## config.mk

```make
export PLATFORM = sky130hd
export DESIGN_NAME = p2cr_cell
export DESIGN_NICKNAME = d
export VERILOG_FILES = /design/src/hdl/p2cr_pkg.sv /design/src/hdl/p2cr_cell.sv
export SDC_FILE = /design/constraint.sdc
export NUM_CORES = 1
export LEC_CHECK = 0
export BUFFER_PORTS_ARGS = -buffer_cell sky130_fd_sc_hd__buf_4
export CAP_MARGIN = 25
export CORE_AREA = 10 10 170 172
export CTS_BUF_LIST = sky130_fd_sc_hd__clkbuf_8
export CTS_CLUSTER_SIZE = 16
export DETAILED_ROUTE_END_ITERATION = 7
export DIE_AREA = 0 0 180 182
export PLACE_DENSITY = 0.86
export SETUP_SLACK_MARGIN = 0.15
export SKIP_LAST_GASP = 1
export SLEW_MARGIN = 20
export SYNTH_ARGS = -nofsm -noshare
export SYNTH_HDL_FRONTEND = slang
export SYNTH_SLANG_ARGS = --single-unit
```

## constraint.sdc

```tcl
create_clock -name clock -period 4.95 [get_ports clock]
set_input_delay 0.2475 -clock clock [delete_from_list [all_inputs] [get_ports clock]]
set_output_delay 0.2475 -clock clock [all_outputs]
set_load 0.02 [all_outputs]
```

## src/hdl/p2cr_pkg.sv

```systemverilog
// Package for the polar to cartesian radar converter: widths, the word type
// passed from cell to cell, and elaboration-time functions for the CORDIC constants.
// No dependencies.
package p2cr_pkg;

   localparam int P2CR_DATA_W       = 32;
   localparam int P2CR_XY_W         = 34;
   localparam int P2CR_Z_W          = 36;
   localparam int P2CR_ITER_DEFAULT = 20;
   localparam int P2CR_FRAC         = 30;

   localparam logic [63:0] P2CR_PI_Q60 = 64'h3243_F6A8_885A_308D;

   // pi, 2*pi and pi/2 in Q.32, rounded to nearest
   localparam logic signed [P2CR_Z_W-1:0] P2CR_PI =
      P2CR_Z_W'((P2CR_PI_Q60 + (64'd1 << 27)) >> 28);
   localparam logic signed [P2CR_Z_W-1:0] P2CR_TWO_PI =
      P2CR_Z_W'((P2CR_PI_Q60 + (64'd1 << 26)) >> 27);
   localparam logic signed [P2CR_Z_W-1:0] P2CR_HALF_PI =
      P2CR_Z_W'((P2CR_PI_Q60 + (64'd1 << 28)) >> 29);

   typedef struct packed {
      logic signed [P2CR_DATA_W-1:0] rng;
      logic signed [P2CR_DATA_W-1:0] rate;
      logic signed [P2CR_XY_W-1:0]   x;
      logic signed [P2CR_XY_W-1:0]   y;
      logic signed [P2CR_Z_W-1:0]    z;
      logic                          neg;
   } p2cr_stage_type;

   // restoring divide, elaboration only
   function automatic logic [63:0] p2cr_udiv(input logic [63:0] num, input logic [63:0] den);
      logic [64:0] rem;
      logic [63:0] quo;
      rem = '0;
      quo = '0;
      for (int b = 63; b >= 0; b--) begin
         rem = {rem[63:0], num[b]};
         if (rem >= {1'b0, den}) begin
            rem    = rem - {1'b0, den};
            quo[b] = 1'b1;
         end
      end
      return quo;
   endfunction

   function automatic logic [63:0] p2cr_isqrt(input logic [63:0] val);
      logic [63:0] v;
      logic [63:0] res;
      logic [63:0] bt;
      v   = val;
      res = '0;
      bt  = 64'd1 << 62;
      for (int n = 0; n < 32; n++) begin
         if (bt > v) bt = bt >> 2;
      end
      for (int n = 0; n < 32; n++) begin
         if (bt != 64'd0) begin
            if (v >= res + bt) begin
               v   = v - (res + bt);
               res = (res >> 1) + bt;
            end else begin
               res = res >> 1;
            end
            bt = bt >> 2;
         end
      end
      return res;
   endfunction

   // atan(2^-idx) in Q.32 from a Taylor series in Q.62
   function automatic logic [63:0] p2cr_atan_q32(input int idx);
      logic [63:0] sum;
      logic [63:0] term;
      int          e;
      sum = '0;
      if (idx <= 0) return (P2CR_PI_Q60 + (64'd1 << 29)) >> 30;
      if (idx >= 62) return 64'd0;
      for (int k = 0; k < 64; k++) begin
         e = 62 - idx * (2 * k + 1);
         if (e >= 0) begin
            term = p2cr_udiv(64'd1 << e, 64'(2 * k + 1));
            if ((k % 2) == 0) sum = sum + term;
            else sum = sum - term;
         end
      end
      return (sum + (64'd1 << 29)) >> 30;
   endfunction

   // CORDIC gain correction in Q.30
   function automatic logic [63:0] p2cr_gain_q30(input int iters);
      logic [63:0] p;
      logic [63:0] s;
      p = 64'd1 << 60;
      for (int i = 0; i < iters; i++) begin
         p = p + (p >> (2 * i));
      end
      s = p2cr_isqrt(p);
      if (s == 64'd0) s = 64'd1;
      return p2cr_udiv((64'd1 << 60) + (s >> 1), s);
   endfunction

endpackage

```

## src/hdl/p2cr_cell.sv

```systemverilog
// One CORDIC rotation step with its own register and handshake; the cells
// are chained to form the rotation pipeline. Depends on p2cr_pkg.
module p2cr_cell #(
   parameter int IDX = 0
) (
   input  logic                      clock,
   input  logic                      reset,
   input  logic                      up_valid,
   output logic                      up_ready,
   input  p2cr_pkg::p2cr_stage_type  up_data,
   output logic                      dn_valid,
   input  logic                      dn_ready,
   output p2cr_pkg::p2cr_stage_type  dn_data
);
   import p2cr_pkg::*;

   localparam logic signed [P2CR_Z_W-1:0] ATAN = P2CR_Z_W'(p2cr_atan_q32(IDX));

   p2cr_stage_type d_ff, d_in;
   logic           valid_ff;
   logic signed [P2CR_XY_W-1:0] x_cur, y_cur, dx, dy;

   assign up_ready = !valid_ff || dn_ready;
   assign x_cur    = up_data.x;
   assign y_cur    = up_data.y;
   assign dx       = y_cur >>> IDX;
   assign dy       = x_cur >>> IDX;

   // rotate toward zero residual angle
   always_comb begin
      d_in = up_data;
      if (!up_data.z[P2CR_Z_W-1]) begin
         d_in.x = x_cur - dx;
         d_in.y = y_cur + dy;
         d_in.z = up_data.z - ATAN;
      end else begin
         d_in.x = x_cur + dx;
         d_in.y = y_cur - dy;
         d_in.z = up_data.z + ATAN;
      end
   end

   always_ff @(posedge clock) begin
      if (reset) valid_ff <= 1'b0;
      else if (up_ready) valid_ff <= up_valid;
   end

   always_ff @(posedge clock) begin
      if (up_ready && up_valid) d_ff <= d_in;
   end

   assign dn_valid = valid_ff;
   assign dn_data  = d_ff;

endmodule

```

==> flow_summary.yaml, run 1 <==
critical_path:
  r2r_cells: 4
  r2r-start: "dn_valid$_SDFFE_PP0N_"
  crit_fanout: 9
  worst-setup-path-type: "primary input to flop"
  cp.required_ns: 5.12
  critPathTopFamily: "compound AO/OA/AOI/OAI gates"
  worst-path-buf-inv: 3
  critical_path.cell_chain: "buf_4, inv_1, ha_1, inv_1, a21oi_1, nor2_1, nor3_1, o21ai_0, a221o_1, a21oi_1, mux2i_1, xnor2_1"
  cp.arrival_ns: 3.28
  end_kind: "flop"
  setup.worst_path.start: "up_data[51]"
  critPathMaxStageDelay_ns: 0.49
  r2r_setup_slack_ns: 2.77
  crit_path_end: "dn_data[62]$_DFFE_PP_"
  r2r-end: "dn_data[112]$_DFFE_PP_"
  crit_path_start_kind: "primary input"
  crit_cells: 12
  cp_slowest_cell: "a21oi_1"
logic_synthesis:
  ys_ff_latch: 169
  yosysTopAreaCellShare_pct: 40.0
  yosysMostFrequentCell: "edfxtp_1"
  ys_seq_area_share_pct: 40.1
  synth-main-ff-cell: "edfxtp_1"
  syn-num-nets: 1611
  synth_cells: 1302
  synth_warnings: 0
  syn_area_sq_mm: 0.0126
  async_flop_share_pct: 0
  synth_common_cells: "edfxtp_1 (168), a21oi_1 (145), ha_1 (132)"
  synth.area.top_cells: "edfxtp_1 (40%), ha_1 (13%), a21oi_1 (5.7%)"
  synth_edf_count: 168
  netlist.top_cell.by_area: "edfxtp_1"
  syn_avg_cell_area_sq_um: 9.70
  synth.distinct_cells: 80
clock_network:
  cts_tree: "done"
  cts.htree.levels: 4
  cts_setup_buffers: 0
  cts_buffers: 17
  clock_latency_ns: 0.47
  ctsResizeCount: 0
  cts_sinks: 169
  cts_buffer_depth: 2
  clk_pin_slew_worst_paths_ns: 0.11
  clockRootBuffer: "clkbuf_8"
power:
  p_leak_uw: 0.00735
  ir_drop_mv: 0.188
  p_per_area_mw_per_mm2: 279
global_routing:
  grt_start_max_net_pins: 81
  grt_pass1_vias: 11700
  grt-ovfl-total: 0
  antenna_found_initial: 0
  grt_pass1_wl_um: 67300
  grt_use_total_pct: 25.7
drt:
  wl_met3_um: 3000
  wl_met2_um: 22400
  wl_met1_um: 17700
  routedWlPerCell_um: 21.8
  topRoutingLayerUsed: "met4"
  vias_per_cell: 5.78
  routed_wl_um: 44300
  drt_iter0_drc: 1337
  ant_nets: 0
  num_vias: 11800
  drc: 0
  drtPass1Iterations: 5
place:
  numPortBuffers: 343
  dp_slack_ns: 1.44
  gp_congestion: 0.987
  hpwl_um: 34700
  dpl-instance-area_sq_mm: 0.0155
timing:
  final.setup.tns_ns: 0
  max-slew-margin-rel_pct: 47.8
  period_share_pct: 62.8
  finalSetupViolCount: 0
  rsz0062_at_grt: "false"
  finalMaxSlewViolations: 0
  hold_viol: 0
  skew_ns: 0.0195
  min_period_ns: 3.11
  finalWorstSetupSlack_ns: 1.84
  worst_pin_slew_ns: 0.773
  fmax_ghz: 0.322
status:
  status: "complete, no violations"
finish:
  final_nets: 1994
  design_area_sq_mm: 0.0166
  drive_above_1_share_pct: 24.4
  syn_to_final_growth_pct: 31.3
  diodes: 0
floorplanning:
  die_h_um: 182
  ioPinCount: 344
  die_w_um: 180
  initial_core_util_pct: 49.3
  fp.coreArea_sq_mm: 0.0256
  num_rows: 59
  die_area_sq_mm: 0.0328
job:
  maxCapViolCount: 0
min_path:
  holdPathStages: 2
  hold_class: "primary input to flop"
[state kept, by name, indices dropped and copies added, names as in the netlist]
register	flops
dn_data	168
dn_valid	1
[worst min path at each step]
stage / end / start / slack (ns)
after floorplan: dn_valid$_SDFFE_PP0N_ / reset / 0.32
after global placement: dn_valid$_SDFFE_PP0N_ / reset / 0.40
after detailed placement: dn_valid$_SDFFE_PP0N_ / reset / 0.41
after CTS: dn_data[2]$_DFFE_PP_ / up_data[2] / 0.04
after global routing: dn_data[2]$_DFFE_PP_ / up_data[2] / 0.04
final: dn_data[2]$_DFFE_PP_ / up_data[2] / 0.07
[kinds of logic after synthesis]
logic type / after synthesis / synth area share [%]
xor gates and xnor gates: 95 / 6.59
buffers and inverters: 168 / 5.31
DFF: 169 / 40.1
muxes: 14 / 1.11
adders and majority gates: 136 / 13.7
AOI/OAI and AO/OA: 424 / 21.9
and+or+nand+nor: 296 / 11.2
[worst register-to-register path, cell delays in order, from the launching register on]
cell and delay, ns:
dfxtp_1 0.34, nand2b_1 0.13, and2_4 0.49, buf_16 0.35, buf_12 0.42
[report_power, final]
| part | internal, uW | total, uW | leakage (uW) | switching (uW) |
|---|---|---|---|---|
| combinational | 696 | 1710 | 0.00550 | 1010 |
| sequential | 1790 | 1840 | 0.00163 | 55.9 |
| clock | 408 | 1070 | 0.000217 | 664 |
| total | 2890 | 4620 | 0.00735 | 1730 |
[metal layers]
metal | GRT usage [%] | vias up
li1 | - | 5495
met1 | 30.9 | 5617
met2 | 45.5 | 578
met3 | 4.51 | 63
met4 | 8.30 | 0
met5 | 0 | -
[cell type report]
| cell class | count | area [sq um] |
|---|---|---|
| clock buffer | 17 | 234 |
| sequential | 169 | 5060 |
| timing repair buffer | 416 | 3330 |
| multi-input combinational | 965 | 6890 |
| fill | 2040 | 9040 |
| tap | 335 | 419 |
| clock inverter | 15 | 206 |
| inverter | 116 | 435 |
[cells in the final DEF, fill, tap and decap left out, types with 5 or more instances in the layout]
cell type and instances:
o22ai_1 5, o21a_1 14, nand2_1 65, and2_1 7, nand2b_1 19, nand3_1 28, or2_2 7, dlygate4sd3_1 68
xor2_1 18, clkbuf_8 17, nor3_1 24, nor2b_1 11, nor4_1 5, or3_1 7, clkinv_8 5, o211ai_1 14
a21oi_1 145, a21o_1 42, edfxtp_1 168, a211oi_1 14, ha_1 132, o21ai_1 5, buf_4 346, nand4_1 14
xnor2_1 77, a31oi_1 14, mux2i_1 14, o21bai_1 25, nor2_1 92, inv_1 111, o21ai_0 69, o31ai_1 11
[stage by stage]
stage	utilization, %	instances	total power, uW	hold WS [ns]
global placement	60.2	1932	3480	0.402
detailed placement	60.3	1933	3510	0.406
floorplan	-	1302	2870	0.317
finish	64.7	2033	4620	0.0732
CTS	64.7	2033	4610	0.0397
global route	64.7	2033	4840	0.0395
[repair_timing]
item | CTS | global route
hold endpoints to repair | 67 | 0
endpoints found under the setup margin | 0 | 0
hold buffers | 68 | 0
No activity file was read; power rests on OpenSTA's default activity.
==> run 2: changes to the inputs <==
--- a/config.mk
+++ b/config.mk
@@ -12,7 +12,7 @@
 export CTS_CLUSTER_SIZE = 16
 export DETAILED_ROUTE_END_ITERATION = 7
 export DIE_AREA = 0 0 180 182
-export PLACE_DENSITY = 0.86
+export PLACE_DENSITY = 0.83
 export SETUP_SLACK_MARGIN = 0.15
 export SKIP_LAST_GASP = 1
 export SLEW_MARGIN = 20
==> constraint.sdc (replaced) <==
create_clock -name clock -period 3.04 [get_ports clock]
set_input_delay 0.152 -clock clock [delete_from_list [all_inputs] [get_ports clock]]
set_output_delay 0.152 -clock clock [all_outputs]
set_load 0.02 [all_outputs]
==> run 2 against run 1 <==
Against the previous run: sequential share of layout area fell by 1.3 points; clock power rose by 60%; combinational power rose by 74%; power rose by 67%; critical path type unchanged; count of clock-buffer cells in the layout did not move; non-clock buffer count rose by 99; critical endpoint is now dn_data[64]$_DFFE_PP_; worst hold slack got worse by 0.0013 ns; core utilization rose by 3.0 points.
==> flow_summary.yaml, run 2 (same netlist as run 1, synthesis figures left out) <==
status:
  status: "complete, no violations"
finish:
  multi_input_area_sq_mm: 0.00689
  largest_register_ffs: 168
  syn_to_final_growth_pct: 37.3
  diodes: 0
  final_common_cell: "buf_4"
  drive_above_1_share_pct: 28.5
  area.sequential_sq_mm: 0.00506
  final_nets: 2093
  layoutNonFillerInstCount: 2132
  final_cell_mix: "buf_4 (443), edfxtp_1 (168), a21oi_1 (145)"
  nFillCells: 2000
global_routing:
  grt_start_max_net_pins: 80
  grt_pass1_vias: 12300
  grt-ovfl-total: 0
  antenna_found_initial: 0
  grt_use_total_pct: 27.0
  grt_pass1_wl_um: 70800
floorplanning:
  fp.coreArea_sq_mm: 0.0256
  die_w_um: 180
  die_h_um: 182
  die_area_sq_mm: 0.0328
  num_rows: 59
  ioPinCount: 344
  initial_core_util_pct: 49.3
clock_network:
  clock_latency_ns: 0.46
  cts_sinks: 169
  cts_buffers: 17
  clk_pin_slew_worst_paths_ns: 0.11
  clockRootBuffer: "clkbuf_8"
  cts_buffer_depth: 2
  cts_tree: "done"
  cts.htree.levels: 4
  cts_setup_buffers: 0
critical_path:
  critPathMostFrequentCell: "buf_4"
  crit_fanout: 5
  end_kind: "flop"
  r2r-end: "dn_data[161]$_DFFE_PP_"
  cp.required_ns: 3.26
  r2r_cells: 3
  critPathMaxStageDelay_ns: 0.44
  cp_slowest_cell: "a311oi_2"
  critPathTopFamily: "compound AO/OA/AOI/OAI gates"
  worst-setup-path-type: "primary input to flop"
  worst-path-buf-inv: 3
  r2r-start: "dn_valid$_SDFFE_PP0N_"
  r2r_setup_slack_ns: 1.16
  cp.arrival_ns: 3.01
  critical_path.cell_chain: "buf_4, inv_1, ha_1, nor2b_1, o211ai_1, a311oi_2, o21ai_2, o2111ai_2, buf_4, nand3b_1, and3_1, nor4b_1"
  crit_path_start_kind: "primary input"
power:
  p_sw_share_pct: 37.0
  combPwrFrac_pct: 38.7
  clkPwrFrac_pct: 22.2
  internal_power_uw: 4850
  power_frac_seq_pct: 39.1
  p_leak_uw: 0.00782
  ir_drop_mv: 0.268
  p_per_area_mw_per_mm2: 444
  power_switching_uw: 2850
timing:
  rsz0062_at_grt: "false"
  worst_pin_slew_ns: 0.872
  min_period_ns: 2.79
  finalSetupViolCount: 0
  max-slew-margin-rel_pct: 41.9
  finalWorstSetupSlack_ns: 0.249
  final.setup.tns_ns: 0
  hold_viol: 0
  period_share_pct: 91.8
  finalMaxSlewViolations: 0
  fmax_ghz: 0.358
  holdWs_ns: 0.0720
  skew_ns: 0.0293
drt:
  routedWlPerCell_um: 21.7
  routed_wl_um: 46200
  vias_per_cell: 5.71
  drt_iter0_drc: 1192
  ant_nets: 0
  drtPass1Iterations: 7
  drc: 0
  num_vias: 12200
min_path:
  hp-start: "up_data[3]"
  holdPathEnd: "dn_data[3]$_DFFE_PP_"
  holdPathStages: 2
  hold_class: "primary input to flop"
job:
  maxCapViolCount: 0
place:
  gp_congestion: 1.01
  dp_slack_ns: -0.0493
  dp.cells: 2031
  numPortBuffers: 343
  hpwl_um: 36800
==> run 2: cell types whose count changed in the layout (fill, tap and decap cells not counted), sizes merged <==
| cell | delta |
|---|---|
| buf | +98 |
| clkinv | +2 |
| dlygate4sd3 | +1 |
| inv | -2 |
==> run 2: worst max-delay path by stage <==
| stage | from | to | slack [ns] | cells after the start |
|---|---|---|---|---|
| 3_3_place_gp | up_data[37] | dn_data[63]$_DFFE_PP_ | 0.04 | 13 |
| 6_report | up_data[38] | dn_data[64]$_DFFE_PP_ | 0.25 | 12 |
| 5_1_grt | up_data[38] | dn_data[64]$_DFFE_PP_ | 0.18 | 12 |
| 4_1_cts | up_data[38] | dn_data[64]$_DFFE_PP_ | 0.40 | 12 |
| 2_1_floorplan | up_data[36] | dn_data[30]$_DFFE_PP_ | 0.16 | 13 |
| 3_5_place_dp | up_data[38] | dn_data[64]$_DFFE_PP_ | -0.05 | 12 |
==> run 2: area by class of cell <==
class | count | area share, %
Multi-Input combinational cell | 965 | 39.8
Tap cell | 335 | 2.42
Clock inverter | 15 | 1.22
Sequential cell | 169 | 29.2
Clock buffer | 17 | 1.35
Timing Repair Buffer | 515 | 23.5
Inverter | 116 | 2.51
==> run 2: per-stage QoR <==
stage	instance area, sq um	power (uW)	utilization (%)
CTS	17300	7690	67.7
detailed placement	16200	5920	63.2
finish	17300	7700	67.7
global placement	16200	5860	63.2
global route	17300	8060	67.7
floorplan	12600	4660	-
==> run 2: power groups by stage <==
| stage | logic (uW) | registers, uW | clock network [uW] |
|---|---|---|---|
| 6_report | 2980 | 3010 | 1710 |
| 5_1_grt | 3190 | 3030 | 1840 |
| 4_1_cts | 2950 | 3010 | 1730 |
| 3_5_place_dp | 2860 | 3060 | 0 |
| 3_3_place_gp | 2810 | 3050 | 0 |
| 2_1_floorplan | 1320 | 3340 | 0 |
==> run 2: repair_timing <==
item,CTS,global route
hold buffers,69,0
resized for setup,0,0
hold endpoints to repair,68,0
==> run 2: layer usage <==
layer | track usage, % | wire, um | part of all wire (%)
met5 | 0 | 0 | 0
met4 | 11.2 | 1820 | 3.9
met3 | 4.77 | 3400 | 7.4
met2 | 46.0 | 22600 | 49
met1 | 33.0 | 18400 | 40
==> run 2: worst reg2reg max path, cell delays in order, from the launching register on <==
cell,delay (ns)
dfxtp_1,0.34
nand2b_1,0.14
and2_4,0.56
buf_12,0.44
